--- config.mk ---
export PLATFORM = sky130hd
export DESIGN_NAME = knob_delta_to_cursor_steps_unit
export DESIGN_NICKNAME = d
export VERILOG_FILES = /design/src/rtl/core/kdcs_pkg.sv /design/src/rtl/core/kdcs_ctrl.sv /design/src/rtl/core/kdcs_dp.sv /design/src/rtl/core/knob_delta_to_cursor_steps_unit.sv
export SDC_FILE = /design/constraint.sdc
export NUM_CORES = 1
export LEC_CHECK = 0
export CAP_MARGIN = 15
export CORE_MARGIN = 2
export CORE_UTILIZATION = 40
export CTS_BUF_LIST = sky130_fd_sc_hd__clkbuf_4
export DETAILED_ROUTE_END_ITERATION = 10
export DONT_BUFFER_PORTS = 1
export GPL_TIMING_DRIVEN = 0
export SLEW_MARGIN = 10
export SYNTH_ARGS = -nofsm -noshare
export SYNTH_HDL_FRONTEND = slang
export SYNTH_HIERARCHICAL = 1
export SYNTH_SLANG_ARGS = --single-unit
--- constraint.sdc ---
create_clock -name i_clk -period 7.85 [get_ports i_clk]
set_clock_uncertainty 0.15 [all_clocks]
set_input_delay 0 -clock i_clk [delete_from_list [all_inputs] [get_ports i_clk]]
set_output_delay 0 -clock i_clk [all_outputs]
set_load 0.01 [all_outputs]
--- src/rtl/core/kdcs_pkg.sv ---
// Shared types and constants for the knob delta to cursor steps unit.
// Standalone package; used by the controller, datapath and top level.
`default_nettype none

package kdcs_pkg;

    localparam int ACC_W     = 21;
    localparam int DELTA_W   = 16;
    localparam int FTIME_W   = 16;
    localparam int THR_W     = 16;
    localparam int IDLE_W    = 24;
    localparam int COUNT_W   = 8;
    localparam int CFG_IDX_W = 3;
    localparam int CFG_DAT_W = 24;
    localparam int DIV_CNT_W = $clog2(ACC_W);

    localparam logic [COUNT_W-1:0] FAST_AFTER = 8'd10;
    localparam logic [COUNT_W-1:0] MULTI_FROM = 8'd2;

    typedef enum logic [CFG_IDX_W-1:0] {
        CFG_THR_FIRST  = 3'd0,
        CFG_THR_SECOND = 3'd1,
        CFG_THR_NORMAL = 3'd2,
        CFG_THR_FAST   = 3'd3,
        CFG_DETECT     = 3'd4,
        CFG_IDLE_LIMIT = 3'd5
    } t_cfg_idx;

    typedef struct packed {
        logic [THR_W-1:0]  thr_first;
        logic [THR_W-1:0]  thr_second;
        logic [THR_W-1:0]  thr_normal;
        logic [THR_W-1:0]  thr_fast;
        logic [THR_W-1:0]  detect_level;
        logic [IDLE_W-1:0] idle_limit;
    } t_cfg;

    typedef enum logic [2:0] {
        S_IDLE,
        S_UPDATE,
        S_PICK,
        S_DECIDE,
        S_DIV,
        S_FIN,
        S_EMIT
    } t_state;

    typedef struct packed {
        logic load;
        logic update;
        logic pick;
        logic decide;
        logic div_step;
        logic div_fin;
        logic emit;
    } t_cmd;

    typedef struct packed {
        logic reach;
        logic multi;
        logic div_last;
    } t_status;

endpackage

`default_nettype wire

--- src/rtl/core/kdcs_ctrl.sv ---
// Sequencing state machine for the knob delta to cursor steps unit.
// Depends on kdcs_pkg for the state, command and status types.
`default_nettype none

module kdcs_ctrl import kdcs_pkg::*; (
    input  wire logic    i_clk,
    input  wire logic    i_rst_n,
    input  wire logic    i_in_valid,
    output logic         o_in_ready,
    output logic         o_out_valid,
    input  wire logic    i_out_ready,
    input  wire t_status i_status,
    output t_cmd         o_cmd
);

    t_state r_state, n_state;
    logic   r_out_valid, n_out_valid;
    logic   slot_free;

    assign slot_free = !r_out_valid || i_out_ready;

    always_comb begin
        n_state = r_state;
        case (r_state)
            S_IDLE:   if (i_in_valid) n_state = S_UPDATE;
            S_UPDATE: n_state = S_PICK;
            S_PICK:   n_state = S_DECIDE;
            S_DECIDE: begin
                if (i_status.reach && i_status.multi) n_state = S_DIV;
                else n_state = S_EMIT;
            end
            S_DIV:    if (i_status.div_last) n_state = S_FIN;
            S_FIN:    n_state = S_EMIT;
            S_EMIT:   if (slot_free) n_state = S_IDLE;
            default:  n_state = S_IDLE;
        endcase
    end

    always_comb begin
        o_cmd      = '0;
        o_in_ready = 1'b0;
        case (r_state)
            S_IDLE: begin
                o_in_ready = 1'b1;
                o_cmd.load = i_in_valid;
            end
            S_UPDATE: o_cmd.update   = 1'b1;
            S_PICK:   o_cmd.pick     = 1'b1;
            S_DECIDE: o_cmd.decide   = 1'b1;
            S_DIV:    o_cmd.div_step = 1'b1;
            S_FIN:    o_cmd.div_fin  = 1'b1;
            S_EMIT:   o_cmd.emit     = slot_free;
            default:  o_cmd = '0;
        endcase
    end

    always_comb begin
        n_out_valid = r_out_valid;
        if (o_cmd.emit) n_out_valid = 1'b1;
        else if (i_out_ready) n_out_valid = 1'b0;
    end

    always_ff @(posedge i_clk) begin
        if (!i_rst_n) begin
            r_state     <= S_IDLE;
            r_out_valid <= 1'b0;
        end else begin
            r_state     <= n_state;
            r_out_valid <= n_out_valid;
        end
    end

    assign o_out_valid = r_out_valid;

endmodule

`default_nettype wire

--- src/rtl/core/kdcs_dp.sv ---
// Datapath: accumulator, move count, idle timer and restoring divider.
// Depends on kdcs_pkg; driven by commands from kdcs_ctrl.
`default_nettype none

module kdcs_dp import kdcs_pkg::*; (
    input  wire logic                       i_clk,
    input  wire logic                       i_rst_n,
    input  wire t_cfg                       i_cfg,
    input  wire t_cmd                       i_cmd,
    input  wire logic signed [DELTA_W-1:0]  i_knob_delta,
    input  wire logic [FTIME_W-1:0]         i_frame_time_us,
    output t_status                         o_status,
    output logic signed [ACC_W-1:0]         o_cursor_steps
);

    logic signed [DELTA_W-1:0] r_delta;
    logic [FTIME_W-1:0]        r_ftime;
    logic [ACC_W-1:0]          r_acc, n_acc;
    logic [COUNT_W-1:0]        r_count, n_count;
    logic [IDLE_W-1:0]         r_idle, n_idle;
    logic [THR_W-1:0]          r_thr;
    logic [ACC_W-1:0]          r_mag;
    logic                      r_neg;
    logic [THR_W-1:0]          r_rem;
    logic [ACC_W-1:0]          r_quo;
    logic [DIV_CNT_W-1:0]      r_div_cnt;
    logic [ACC_W-1:0]          r_steps, n_steps;
    logic [ACC_W-1:0]          r_out;

    // update stage
    logic [ACC_W:0]     sum_ext;
    logic [ACC_W-1:0]   sum_sat;
    logic [DELTA_W:0]   mag_delta;
    logic [IDLE_W:0]    idle_sum;
    logic [IDLE_W-1:0]  idle_sat;
    // pick stage
    logic [THR_W-1:0]   thr_sel;
    // divider
    logic [THR_W:0]     rem_sh;
    logic               sub_ok;
    // finish
    logic [COUNT_W:0]   cnt_sum;
    logic [COUNT_W-1:0] cnt_sat_q;
    logic [COUNT_W-1:0] cnt_inc;

    always_comb begin
        sum_ext = {r_acc[ACC_W-1], r_acc} +
                  {{(ACC_W+1-DELTA_W){r_delta[DELTA_W-1]}}, r_delta};
        if (sum_ext[ACC_W] != sum_ext[ACC_W-1])
            sum_sat = sum_ext[ACC_W] ? {1'b1, {(ACC_W-1){1'b0}}}
                                     : {1'b0, {(ACC_W-1){1'b1}}};
        else
            sum_sat = sum_ext[ACC_W-1:0];

        mag_delta = r_delta[DELTA_W-1] ? (DELTA_W+1)'(-{r_delta[DELTA_W-1], r_delta})
                                       : {1'b0, r_delta};
        idle_sum  = {1'b0, r_idle} + {{(IDLE_W+1-FTIME_W){1'b0}}, r_ftime};
        idle_sat  = idle_sum[IDLE_W] ? {IDLE_W{1'b1}} : idle_sum[IDLE_W-1:0];

        if (r_count == '0)            thr_sel = i_cfg.thr_first;
        else if (r_count == 8'd1)     thr_sel = i_cfg.thr_second;
        else if (r_count > FAST_AFTER) thr_sel = i_cfg.thr_fast;
        else                          thr_sel = i_cfg.thr_normal;

        rem_sh = {r_rem, r_quo[ACC_W-1]};
        sub_ok = rem_sh >= {1'b0, r_thr};

        cnt_sum   = {1'b0, r_count} + {1'b0, r_quo[COUNT_W-1:0]};
        cnt_sat_q = (r_quo[ACC_W-1:COUNT_W] != '0 || cnt_sum[COUNT_W])
                    ? {COUNT_W{1'b1}} : cnt_sum[COUNT_W-1:0];
        cnt_inc   = (r_count == {COUNT_W{1'b1}}) ? r_count : r_count + 1'b1;
    end

    assign o_status.reach    = r_mag >= {{(ACC_W-THR_W){1'b0}}, r_thr};
    assign o_status.multi    = r_count >= MULTI_FROM;
    assign o_status.div_last = r_div_cnt == DIV_CNT_W'(ACC_W-1);

    always_comb begin
        n_acc   = r_acc;
        n_count = r_count;
        n_idle  = r_idle;
        n_steps = r_steps;
        if (i_cmd.update) begin
            n_acc = sum_sat;
            if (r_acc != '0 && sum_sat != '0 && r_acc[ACC_W-1] != sum_sat[ACC_W-1])
                n_count = '0;
            if (mag_delta > {1'b0, i_cfg.detect_level}) begin
                n_idle = '0;
            end else begin
                n_idle = idle_sat;
                if (idle_sat > i_cfg.idle_limit) begin
                    n_count = '0;
                    n_acc   = '0;
                end
            end
        end
        if (i_cmd.decide) begin
            n_steps = '0;
            if (o_status.reach && !o_status.multi) begin
                n_steps = r_neg ? {ACC_W{1'b1}} : ACC_W'(1);
                n_acc   = '0;
                n_count = cnt_inc;
            end
        end
        if (i_cmd.div_fin) begin
            n_steps = r_neg ? ACC_W'(-r_quo) : r_quo;
            n_acc   = r_neg ? ACC_W'(-{{(ACC_W-THR_W){1'b0}}, r_rem})
                            : {{(ACC_W-THR_W){1'b0}}, r_rem};
            n_count = cnt_sat_q;
        end
    end

    always_ff @(posedge i_clk) begin
        if (!i_rst_n) begin
            r_acc   <= '0;
            r_count <= '0;
            r_idle  <= '0;
        end else begin
            r_acc   <= n_acc;
            r_count <= n_count;
            r_idle  <= n_idle;
        end
    end

    always_ff @(posedge i_clk) begin
        if (i_cmd.load) begin
            r_delta <= i_knob_delta;
            r_ftime <= i_frame_time_us;
        end
        if (i_cmd.pick) begin
            // a zero threshold register acts as one
            r_thr <= (thr_sel == '0) ? THR_W'(1) : thr_sel;
            r_mag <= r_acc[ACC_W-1] ? ACC_W'(-r_acc) : r_acc;
            r_neg <= r_acc[ACC_W-1];
        end
        if (i_cmd.decide) begin
            r_rem     <= '0;
            r_quo     <= r_mag;
            r_div_cnt <= '0;
        end
        if (i_cmd.div_step) begin
            // restoring division, one quotient bit per cycle
            r_rem     <= sub_ok ? THR_W'(rem_sh - {1'b0, r_thr}) : rem_sh[THR_W-1:0];
            r_quo     <= {r_quo[ACC_W-2:0], sub_ok};
            r_div_cnt <= r_div_cnt + 1'b1;
        end
        r_steps <= n_steps;
        if (i_cmd.emit) r_out <= r_steps;
    end

    assign o_cursor_steps = r_out;

endmodule

`default_nettype wire

--- src/rtl/core/knob_delta_to_cursor_steps_unit.sv ---
// The result is registered in the emit state, once the output slot is free. That state
// follows update, pick and decide, and on the multi-step path also the restoring divider
// and its finish state. A new input transaction is taken only in the idle state.
// A new input transaction is taken while the previous result still waits on the output.
// Reset (synchronous, active low) clears accumulator, move count, idle timer and
// loads the default thresholds, detection level and idle limit.
// Depends on kdcs_pkg, kdcs_ctrl and kdcs_dp.
`default_nettype none

module knob_delta_to_cursor_steps_unit import kdcs_pkg::*; (
    input  wire logic                      i_clk,
    input  wire logic                      i_rst_n,
    input  wire logic                      i_in_valid,
    output logic                           o_in_ready,
    input  wire logic signed [DELTA_W-1:0] i_knob_delta,
    input  wire logic [FTIME_W-1:0]        i_frame_time_us,
    output logic                           o_out_valid,
    input  wire logic                      i_out_ready,
    output logic signed [ACC_W-1:0]        o_cursor_steps,
    input  wire logic                      i_cfg_valid,
    output logic                           o_cfg_ready,
    input  wire logic [CFG_IDX_W-1:0]      i_cfg_index,
    input  wire logic [CFG_DAT_W-1:0]      i_cfg_data
);

    t_cfg    r_cfg;
    t_cmd    cmd;
    t_status status;

    assign o_cfg_ready = 1'b1;

    always_ff @(posedge i_clk) begin
        if (!i_rst_n) begin
            r_cfg.thr_first    <= 16'd512;
            r_cfg.thr_second   <= 16'd717;
            r_cfg.thr_normal   <= 16'd410;
            r_cfg.thr_fast     <= 16'd205;
            r_cfg.detect_level <= 16'd1;
            r_cfg.idle_limit   <= 24'd300000;
        end else if (i_cfg_valid) begin
            case (i_cfg_index)
                CFG_THR_FIRST:  r_cfg.thr_first    <= i_cfg_data[THR_W-1:0];
                CFG_THR_SECOND: r_cfg.thr_second   <= i_cfg_data[THR_W-1:0];
                CFG_THR_NORMAL: r_cfg.thr_normal   <= i_cfg_data[THR_W-1:0];
                CFG_THR_FAST:   r_cfg.thr_fast     <= i_cfg_data[THR_W-1:0];
                CFG_DETECT:     r_cfg.detect_level <= i_cfg_data[THR_W-1:0];
                CFG_IDLE_LIMIT: r_cfg.idle_limit   <= i_cfg_data[IDLE_W-1:0];
                default: ; // drop writes to unknown indexes
            endcase
        end
    end

    kdcs_ctrl u_ctrl (
        .i_clk       (i_clk),
        .i_rst_n     (i_rst_n),
        .i_in_valid  (i_in_valid),
        .o_in_ready  (o_in_ready),
        .o_out_valid (o_out_valid),
        .i_out_ready (i_out_ready),
        .i_status    (status),
        .o_cmd       (cmd)
    );

    kdcs_dp u_dp (
        .i_clk           (i_clk),
        .i_rst_n         (i_rst_n),
        .i_cfg           (r_cfg),
        .i_cmd           (cmd),
        .i_knob_delta    (i_knob_delta),
        .i_frame_time_us (i_frame_time_us),
        .o_status        (status),
        .o_cursor_steps  (o_cursor_steps)
    );

endmodule

`default_nettype wire

Yosys cells after proc, flatten, opt, wreduce, memory -nomap -nowiden
Index checks and enable logic that the tools add are counted.
{ "totals": {"ram_bits": 0, "latch_bits": 0, "romBits": 0, "n_memories": 0, "out_inout_bits": 24, "regBits": 315} }
{ "op_classes": {"multipliers": 0, "muxes": 52, "addsub": 10, "shift": 0, "bitwise_logic": 0, "magnitude_cmp": 6, "reduce_logical": 25, "n_eq_ne": 20, "n_div": 0} }
{ "op_table": {"columns": ["op", "n"], "rows": [
  ["$mux W21", 16],
  ["$mux W16", 6],
  ["$mux W8", 9],
  ["$mux W24", 2],
  ["$neg A21 Y21", 2],
  ["$reduce_bool A21 Y1", 2],
  ["$add A24 B16 Y25", 1],
  ["$gt A24 B24 Y1", 1],
  ["$add A21 B16 Y22", 1],
  ["$ge A21 B16 Y1", 1],
  ["$neg A16 Y21", 1],
  ["$pmux W3 S7", 1],
  ["$mux W20", 1],
  ["$ge A17 B16 Y1", 1],
  ["$gt A17 B16 Y1", 1],
  ["$mux W17", 1],
  ["$neg A17 Y17", 1],
  ["$logic_not A16 Y1", 1],
  ["$sub A16 B16 Y16", 1],
  ["$eq A3 B3 Y1 const B", 5],
  ["$reduce_bool A13 Y1", 1],
  ["$eq A3 B2 Y1 const B", 4],
  ["$reduce_and A2 Y1", 6],
  ["$mux W1", 10],
  ["other kinds (23)", 37]
]} }

Depth between registers and ports, before layout
Gate-level depths: netlist of run 1.
{ "depth": {"word_depth": 13, "mapped_depth": 23, "mapped_depth_nobuf": 21} }

Modules after synthesis
The synthesis of run 1 kept the hierarchy.
{ "modules_own_cells": {"columns": ["mod", "instances", "cells_each", "area_each_um2"], "rows": [
  ["kdcs_dp", 1, 1585, 14642.8],
  ["knob_delta_to_cursor_steps_unit", 1, 385, 3961.3],
  ["kdcs_ctrl", 1, 32, 281.5]
]} }

Least setup slack after synthesis of run 1
Ideal clock, no wire load.
{ "synth_timing": {"kind": "register to register", "from": "reg u_dp.r_ftime[0]", "to": "reg u_dp.r_acc[3]", "slack_ps": 2442, "t_arrival_ps": 5126, "period_less_slack_ps": 5408, "stages_incl_launch_ff": 23, "n_path_buf": 3, "setup_ps": 132, "required_time_ps": 7568, "path_cell_list": "edfxtp_1 ha_1 fa_1 a21o_1 a21oi_1 o21ai_0 a221oi_1 a2111oi_0 o21ai_1 clkbuf_1 nand2_1 ha_1 nand2_1 nor4_1 o221ai_1 a21boi_0 o22ai_1 o21ai_0 clkbuf_1 clkbuf_1 nor3_1 o31ai_1 a21oi_1"} }
{ "synth_between": {"elab_chain_len": 9} }
{ "synth_lines": {"columns": ["element", "line_no", "rtl"], "rows": [
  ["start, declared", "kdcs_dp.sv:17", "logic [FTIME_W-1:0] r_ftime;"],
  ["start signal, assigned", "kdcs_dp.sv:128", "r_ftime <= i_frame_time_us;"],
  ["$add A24 B16 Y25 (*)", "kdcs_dp.sv:57", "idle_sum = {1'b0, r_idle} + {{(IDLE_W+1-FTIME_W){1'b0}}, r_ftime};"],
  ["$mux W24 (*)", "kdcs_dp.sv:58", "idle_sat = idle_sum[IDLE_W] ? {IDLE_W{1'b1}} : idle_sum[IDLE_W-1:0];"],
  ["$gt A24 B24 Y1 (*)", "kdcs_dp.sv:91", "if (idle_sat > i_cfg.idle_limit) begin"],
  ["$mux W21 (*)", "kdcs_dp.sv:91", null],
  ["$mux W21 (*)", "kdcs_dp.sv:87", "if (mag_delta > {1'b0, i_cfg.detect_level}) begin"],
  ["$mux W21 (*)", "kdcs_dp.sv:83", "if (i_cmd.update) begin"],
  ["$mux W21", "kdcs_dp.sv:99", "if (o_status.reach && !o_status.multi) begin"],
  ["$mux W21 (*)", "kdcs_dp.sv:97", "if (i_cmd.decide) begin"],
  ["$mux W21 (*)", "kdcs_dp.sv:105", "if (i_cmd.div_fin) begin"],
  ["end signal, assigned", "kdcs_dp.sv:119", "r_acc <= n_acc;"],
  ["end, declared", "kdcs_dp.sv:18", "logic [ACC_W-1:0] r_acc, n_acc;"]
]} }
Mark *: on every way between the ends. The rest lies on a longest branch, timed or not.
A chain may end at the register's enable or synchronous reset.

Worst setup path in the final report of run 1
{ "layout_timing": {"from": "reg u_dp.r_ftime[0]", "to": "reg u_dp.r_acc[13]"} }
The elaborated chain is that of the path after synthesis.

==> results of run 1 <==
==> synthesized netlist by cell type, types with 5 or more instances <==
cell type	count	share of area (%)
a21o_1	37	1.5
o21bai_1	9	0.36
o21ai_0	108	2.9
nand3_1	49	1.3
nor4_1	18	0.60
a22o_1	16	0.74
nor2b_1	64	2.1
nor3_1	48	1.3
o22ai_1	8	0.27
or2_2	13	0.43
or3_1	19	0.63
buf_2	17	0.45
mux2_2	24	1.4
and2_1	11	0.36
clkbuf_1	68	1.4
and3_1	10	0.33
nor2_1	102	2.0
dfxtp_1	161	17
o211ai_1	17	0.68
o221ai_1	5	0.23
nand4_1	14	0.46
o21a_1	18	0.72
buf_6	5	0.30
o32ai_1	5	0.23
edfxtp_1	154	24
o41ai_1	9	0.42
xnor2_1	59	2.7
nand2b_1	15	0.50
buf_1	7	0.14
inv_1	108	2.1
and4_1	5	0.23
a31oi_1	20	0.66
nor3b_1	10	0.40
o31ai_1	41	1.6
o21ai_1	7	0.19
or4_1	10	0.40
a2111oi_0	7	0.32
a211oi_1	28	1.1
xor2_1	26	1.2
a21oi_1	90	2.4
mux2i_1	122	6.5
nand2_1	233	4.6
ha_1	127	8.4
==> registers in the layout, summed over array words and instances (netlist names) <==
signal / cells
r_cfg: 104
u_dp/r_idle: 24
u_dp/o_cursor_steps: 21
u_dp/r_acc: 21
u_dp/r_mag: 21
u_dp/r_quo: 21
u_dp/r_steps: 21
u_dp/r_delta: 16
u_dp/r_ftime: 16
u_dp/r_rem: 16
u_dp/r_thr: 16
u_dp/r_count: 8
u_dp/r_div_cnt: 5
u_ctrl/r_state: 3
u_ctrl/o_out_valid: 1
u_dp/r_neg: 1
==> kinds of logic (layout without fill, tap and decap cells) <==
kind of cell,count (synthesis),after routing,share of synthesized area (%)
AND/OR/NAND/NOR,650,650,17.1
AO/OA/AOI/OAI,464,464,16.1
flip-flops,315,315,41.6
buffers and inverters,210,531,4.54
multiplexers,146,146,7.90
adder cells (fa/ha/maj),131,131,8.84
XOR/XNOR,85,85,3.94
other,1,2,0.0199
==> critical path, stage by stage, from the launching register on <==
cell       delay (ns)
edfxtp_1         0.41
ha_1             0.26
fa_1             0.41
a21o_1           0.19
a21oi_1          0.21
o21ai_0          0.20
a221oi_1         0.57
a2111oi_0        0.29
o21ai_2          0.50
clkbuf_2         0.38
nand2_1          0.22
ha_1             0.33
nand2_1          0.06
nor4_1           0.41
o221ai_1         0.23
a21boi_0         0.30
o22ai_1          0.25
o21ai_0          0.31
clkbuf_1         0.36
clkbuf_1         0.41
inv_1            0.10
a22oi_1          0.27
o32ai_1          0.13
==> how the worst min path moves through the flow <==
stage / startpoint / to / cells past startpoint / slack, ns
after global routing: i_cfg_index[2] / r_cfg[78] / 5 / 0.09
after CTS: i_cfg_index[2] / r_cfg[81] / 5 / 0.01
after global placement: i_frame_time_us[2] / u_dp/r_ftime[2] / 0 / -0.05
final: i_cfg_index[2] / r_cfg[79] / 5 / 0.13
after detailed placement: i_knob_delta[7] / u_dp/r_delta[7] / 0 / -0.05
after floorplan: i_knob_delta[0] / u_dp/r_delta[0] / 0 / -0.05
==> cell type report <==
| class | count | share of cell area [%] |
|---|---|---|
| Clock buffer | 133 | 4.44 |
| Timing Repair Buffer | 163 | 7.25 |
| Clock inverter | 25 | 0.780 |
| Tap cell | 607 | 3.38 |
| Sequential cell | 315 | 34.9 |
| Buffer | 100 | 1.99 |
| Antenna cell | 1 | 0.0111 |
| Inverter | 110 | 1.84 |
| Multi-Input combinational cell | 1477 | 45.4 |
==> layout by cell type (no fill, tap or decap), drive strengths merged, types with 11 or more instances in the layout <==
cell type    netlist  final
xor2              26     26
nand3             49     49
ha               127    127
o31ai             41     41
buf               32     37
or3               19     19
xnor2             59     59
nor3              50     50
a211oi            28     28
clkinv             2     21
clkbuf            68    201
o21a              18     18
nand2b            15     15
inv              108    110
nand4             14     14
dfxtp            161    161
a31oi             20     20
nor4              18     18
or4               11     11
or2               15     15
o211ai            17     17
nor3b             11     11
o21ai            115    115
mux2              24     24
edfxtp           154    154
nand2            234    234
nor2b             64     64
dlygate4sd3        0    158
a21oi             91     91
a21o              37     37
mux2i            122    122
nor2             103    103
and2              11     11
a22o              16     16
==> routing by layer <==
layer,global-route usage [%],vias to the layer above
met5,0,-
met4,10.8,0
met3,3.85,147
met2,37.2,539
met1,28.2,7747
li1,-,7862
==> power breakdown <==
group,switching [mW],internal [mW]
sequential,0.0855,1.82
clock,0.730,0.843
combinational,0.559,0.382
==> timing repair <==
action,4_1_cts,5_1_grt
endpoints found under the hold margin,216,0
endpoints found under the setup margin,5,16
resized for setup,1,3
hold buffers,158,0
pin swaps,0,0
==> results.py, run 1 <==
metrics = {
    "synth": {
        "synthFlopType": "dfxtp_1",
        "synth.cell_area_sq_mm": 0.0189,
        "synth.distinct_cells": 80,
        "synth-edff-count": 154,
        "async_reset_ff_share_pct": 0,
        "synth_nets": 2197,
        "ys_seq_elements": 315,
        "synth_area_per_cell_sq_um": 9.43,
        "yosys_warnings": 6,
        "seq_area_frac_synth_pct": 41.6,
        "netlist_instances": 2002,
    },
    "power": {
        "power.density_mw_per_mm2": 197,
        "irDropWorstVdd_mv": 0.175,
        "p_leak_nw": 9.05,
        "finalPower_mw": 4.42,
    },
    "global_route": {
        "grt_max_degree": 43,
        "grt_pass1_wl_um": 87500,
        "antenna_found_initial": 1,
        "grt_pass1_vias": 16204,
        "grt_overflow": 0,
        "grt_usage_pct": 22.4,
    },
    "routing": {
        "wl_met3_um": 3130,
        "viasPerCell": 5.56,
        "wl_per_cell_um": 19.0,
        "drt-total-wl_um": 55800,
        "drc_errors": 0,
        "dr_total_vias": 16295,
        "route.met2.wl_um": 26500,
        "wl_met1_um": 23800,
        "firstDrtPassIters": 5,
        "drtIter0Drc": 1188,
        "highest_layer": "met4",
        "drtAntennaViolNets": 0,
    },
    "clocking": {
        "clock-sinks": 315,
        "htreeDepth": 3,
        "max-clock-path-buffers": 3,
        "clk_latency_ns": 0.84,
        "postCtsSetupBuffers": 0,
        "root_buffer": "clkbuf_4",
        "cts.clk_slew.worst_paths_ns": 0.07,
        "cts_buffers": 87,
        "cts_tree": "built",
    },
    "place": {
        "port_buffers": 0,
        "place_congestion": 0.938,
        "place_inst": 2613,
        "place_area_sq_mm": 0.0197,
        "dpl.hpwl_um": 40200,
        "post-place-ws_ns": 0.0314,
    },
    "worst_setup_path": {
        "required_ns": 8.33,
        "cp-start-kind": "flip-flop",
        "setup.worst_path.start": "u_dp/r_ftime[0]",
        "rr_endpoint": "u_dp/r_acc[13]",
        "r2r_slack_ns": 0.71,
        "rr_startpoint": "u_dp/r_ftime[0]",
        "critPathKind": "flip-flop to flip-flop",
        "endpoint": "u_dp/r_acc[13]",
        "arrival_ns": 7.62,
        "critical_path.endpoint_type": "flip-flop",
        "r2r_cells": 22,
        "path_max_fanout": 10,
    },
    "floorplanning": {
        "start_util_pct": 40.6,
        "fp.dieArea_sq_mm": 0.0490,
        "core_sq_mm": 0.0466,
        "fp.dieH_um": 221,
        "rows": 79,
        "die_width_um": 221,
        "io_pins": 88,
    },
    "timing": {
        "setup_ws_ns": 0.713,
        "min_period_over_period_pct": 90.9,
        "fin_setup_tns_ns": 0,
        "period_needed_ns": 7.14,
        "relSlewSlack_pct": 27.7,
        "timing.hold.ws_ns": 0.133,
        "setup_viol": 0,
        "tightest_slew_ns": 1.08,
        "maxSlewViolCount": 0,
        "timing.fmax_mhz": 140,
        "rsz0062_at_grt": "no",
        "final_hold_viol_count": 0,
    },
    "cells_and_area": {
        "multiInputGateArea_sq_mm": 0.0102,
        "utilization_pct": 48.3,
        "fillers": 4317,
        "layout-drive-gt1-share_pct": 9.73,
        "area_growth_pct": 19.0,
        "final_cells": 2931,
        "final_nets": 2449,
        "final_area_sq_mm": 0.0225,
        "seqCellArea_sq_mm": 0.00785,
    },
    "run": {
        "maxCapViolCount": 0,
    },
    "min_path": {
        "min_path_type": "primary input to flip-flop",
    },
    "status": {
        "outcome": "complete, no violations",
    },
}
Note: power is estimated with default switching activity, not from simulation.
==> run 2: changes to the inputs <==
Clock period 7.85 ns to 8.4 ns, I/O delays scaled along.
==> results.py, run 2 (synthesized netlist as in run 1, its figures left out) <==
metrics = {
    "min_path": {
        "holdPathStages": 5,
        "hold_end": "r_cfg[79]",
        "min_path_type": "primary input to flip-flop",
        "min_from": "i_cfg_index[2]",
    },
    "worst_setup_path": {
        "path_max_fanout": 10,
        "slowest_stage": "nor4_1",
        "crit_chain": "ha_1, fa_1, a21o_1, a21oi_1, o21ai_0, a221oi_1, a2111oi_0, o21ai_1, clkbuf_1, nand2_1, ha_1, a211oi_1, o21ai_0, o221ai_1, a21boi_0, o22ai_1, o2111ai_1, nor4_1, o31ai_1, nor2_1",
        "critPathKind": "flip-flop to flip-flop",
        "rr_startpoint": "u_dp/r_ftime[0]",
        "required_ns": 8.97,
        "rr_endpoint": "u_dp/r_count[6]",
        "r2r_slack_ns": 0.77,
        "arrival_ns": 8.20,
        "cp_slowest_stage_delay_ns": 1.09,
        "cp-start-kind": "flip-flop",
        "r2r_cells": 20,
        "critical_path.endpoint_type": "flip-flop",
    },
    "global_route": {
        "grt_overflow": 0,
        "grt_pass1_vias": 16204,
        "grt_pass1_wl_um": 87500,
        "antenna_found_initial": 1,
        "grt_max_degree": 43,
        "grt_usage_pct": 22.4,
    },
    "clocking": {
        "ctsResizeCount": 0,
        "htreeDepth": 3,
        "clock-sinks": 315,
        "hold_buffers": 158,
        "root_buffer": "clkbuf_4",
        "clk_latency_ns": 0.84,
        "cts.clk_slew.worst_paths_ns": 0.07,
        "cts_buffers": 87,
        "postCtsSetupBuffers": 0,
        "cts_tree": "built",
        "max-clock-path-buffers": 3,
    },
    "timing": {
        "setup_viol": 0,
        "min_period_over_period_pct": 90.8,
        "fin_setup_tns_ns": 0,
        "tightest_slew_ns": 1.28,
        "rsz0062_at_grt": "no",
        "relSlewSlack_pct": 14.1,
        "final_hold_viol_count": 0,
        "setup_ws_ns": 0.772,
        "timing.fmax_mhz": 131,
        "maxSlewViolCount": 0,
        "period_needed_ns": 7.63,
    },
    "power": {
        "seqPwrFrac_pct": 43.1,
        "p_leak_nw": 9.05,
        "p_clk_share_pct": 35.6,
        "switching_share_pct": 31.1,
        "p_int_mw": 2.84,
        "irDropWorstVdd_mv": 0.163,
        "power_switching_mw": 1.28,
        "p_comb_share_pct": 21.3,
        "power.density_mw_per_mm2": 184,
    },
    "status": {
        "outcome": "complete, no violations",
    },
    "cells_and_area": {
        "biggestRegsByFlops": "r_cfg (104), u_dp/r_idle (24)",
        "final_common_cell": "nand2_1",
        "area_growth_pct": 18.9,
        "top_register": "r_cfg",
        "final_nets": 2449,
        "largest_reg_flops": 104,
        "final_cell_mix": "nand2_1 (233), dfxtp_1 (161), dlygate4sd3_1 (158), edfxtp_1 (154), clkbuf_4 (133)",
        "layout-drive-gt1-share_pct": 9.60,
    },
    "routing": {
        "drtIter0Drc": 1159,
        "wl_per_cell_um": 19.0,
        "drtAntennaViolNets": 0,
        "drt-total-wl_um": 55700,
        "drc_errors": 0,
        "dr_total_vias": 16312,
        "firstDrtPassIters": 6,
        "viasPerCell": 5.57,
    },
    "floorplanning": {
        "fp.dieH_um": 221,
        "start_util_pct": 40.6,
        "die_width_um": 221,
        "core_sq_mm": 0.0466,
        "fp.dieArea_sq_mm": 0.0490,
        "io_pins": 88,
        "rows": 79,
    },
    "place": {
        "post-place-ws_ns": 0.581,
        "dpl.hpwl_um": 40200,
        "port_buffers": 0,
        "place_congestion": 0.938,
    },
    "run": {
        "maxCapViolCount": 0,
    },
}
[run 2: cell counts in the layout (fill, tap and decap cells not counted)]
Identical to the previous run, type by type.
[run 2: worst max-delay path, delay by kind of cell, from the launching register on]
kind | cells | cell delay (ns)
AO/OA/AOI/OAI | 13 | 3.85
adder cells (fa/ha/maj) | 3 | 1.03
buffers and inverters | 1 | 0.54
flip-flops | 1 | 0.41
AND/OR/NAND/NOR | 3 | 1.52
[run 2: worst max path at each step]
stage / start / to / cells after the start / slack (ns)
after detailed placement: u_dp/r_ftime[0] / u_dp/r_count[6] / 19 / 0.58
after global routing: u_dp/r_ftime[0] / u_dp/r_acc[13] / 22 / 0.21
after global placement: u_dp/r_ftime[0] / u_dp/r_count[3] / 19 / 0.60
after floorplan: u_dp/r_ftime[0] / u_dp/r_acc[3] / 22 / 2.99
final: u_dp/r_ftime[0] / u_dp/r_count[6] / 20 / 0.77
after CTS: u_dp/r_ftime[0] / u_dp/r_count[6] / 19 / 0.50
[run 2: through the flow]
stage	power [mW]	cells	utilization (%)	area, sq um	hold WS [ns]
2_1_floorplan	2.38	2002	-	18900	-0.0511
3_3_place_gp	2.60	2609	42.2	19600	-0.0511
3_5_place_dp	2.61	2613	42.3	19700	-0.0511
4_1_cts	4.15	2929	48.2	22400	0.0146
5_1_grt	4.35	2931	48.2	22500	0.0933
6_report	4.13	2931	48.2	22500	0.133
[run 2: layout make-up]
class                   count  area [sq um]
repair buffers            163          1630
fillers                  4313         24100
diodes                      1          2.50
multi-input cells        1477         10200
inverters                 110           413
plain buffers             100           445
clock inverters            25           175
clock buffers             133           998
well taps                 607           759
flip-flops and latches    315          7850
[run 2: per-layer routing]
metal | vias to the layer above | track usage [%] | routed length [um]
met3 | 152 | 3.85 | 2960
li1 | 7866 | - | -
met2 | 542 | 37.2 | 26400
met4 | 0 | 10.8 | 2350
met5 | - | 0 | 0
met1 | 7752 | 28.2 | 24000
[run 2: power by group through the flow]
stage / Clock, mW / Sequential, mW / Combinational, mW
floorplan: 0 / 1.78 / 0.606
finish: 1.47 / 1.78 / 0.878
CTS: 1.51 / 1.78 / 0.865
detailed placement: 0 / 1.81 / 0.803
global route: 1.59 / 1.78 / 0.972
global placement: 0 / 1.81 / 0.784
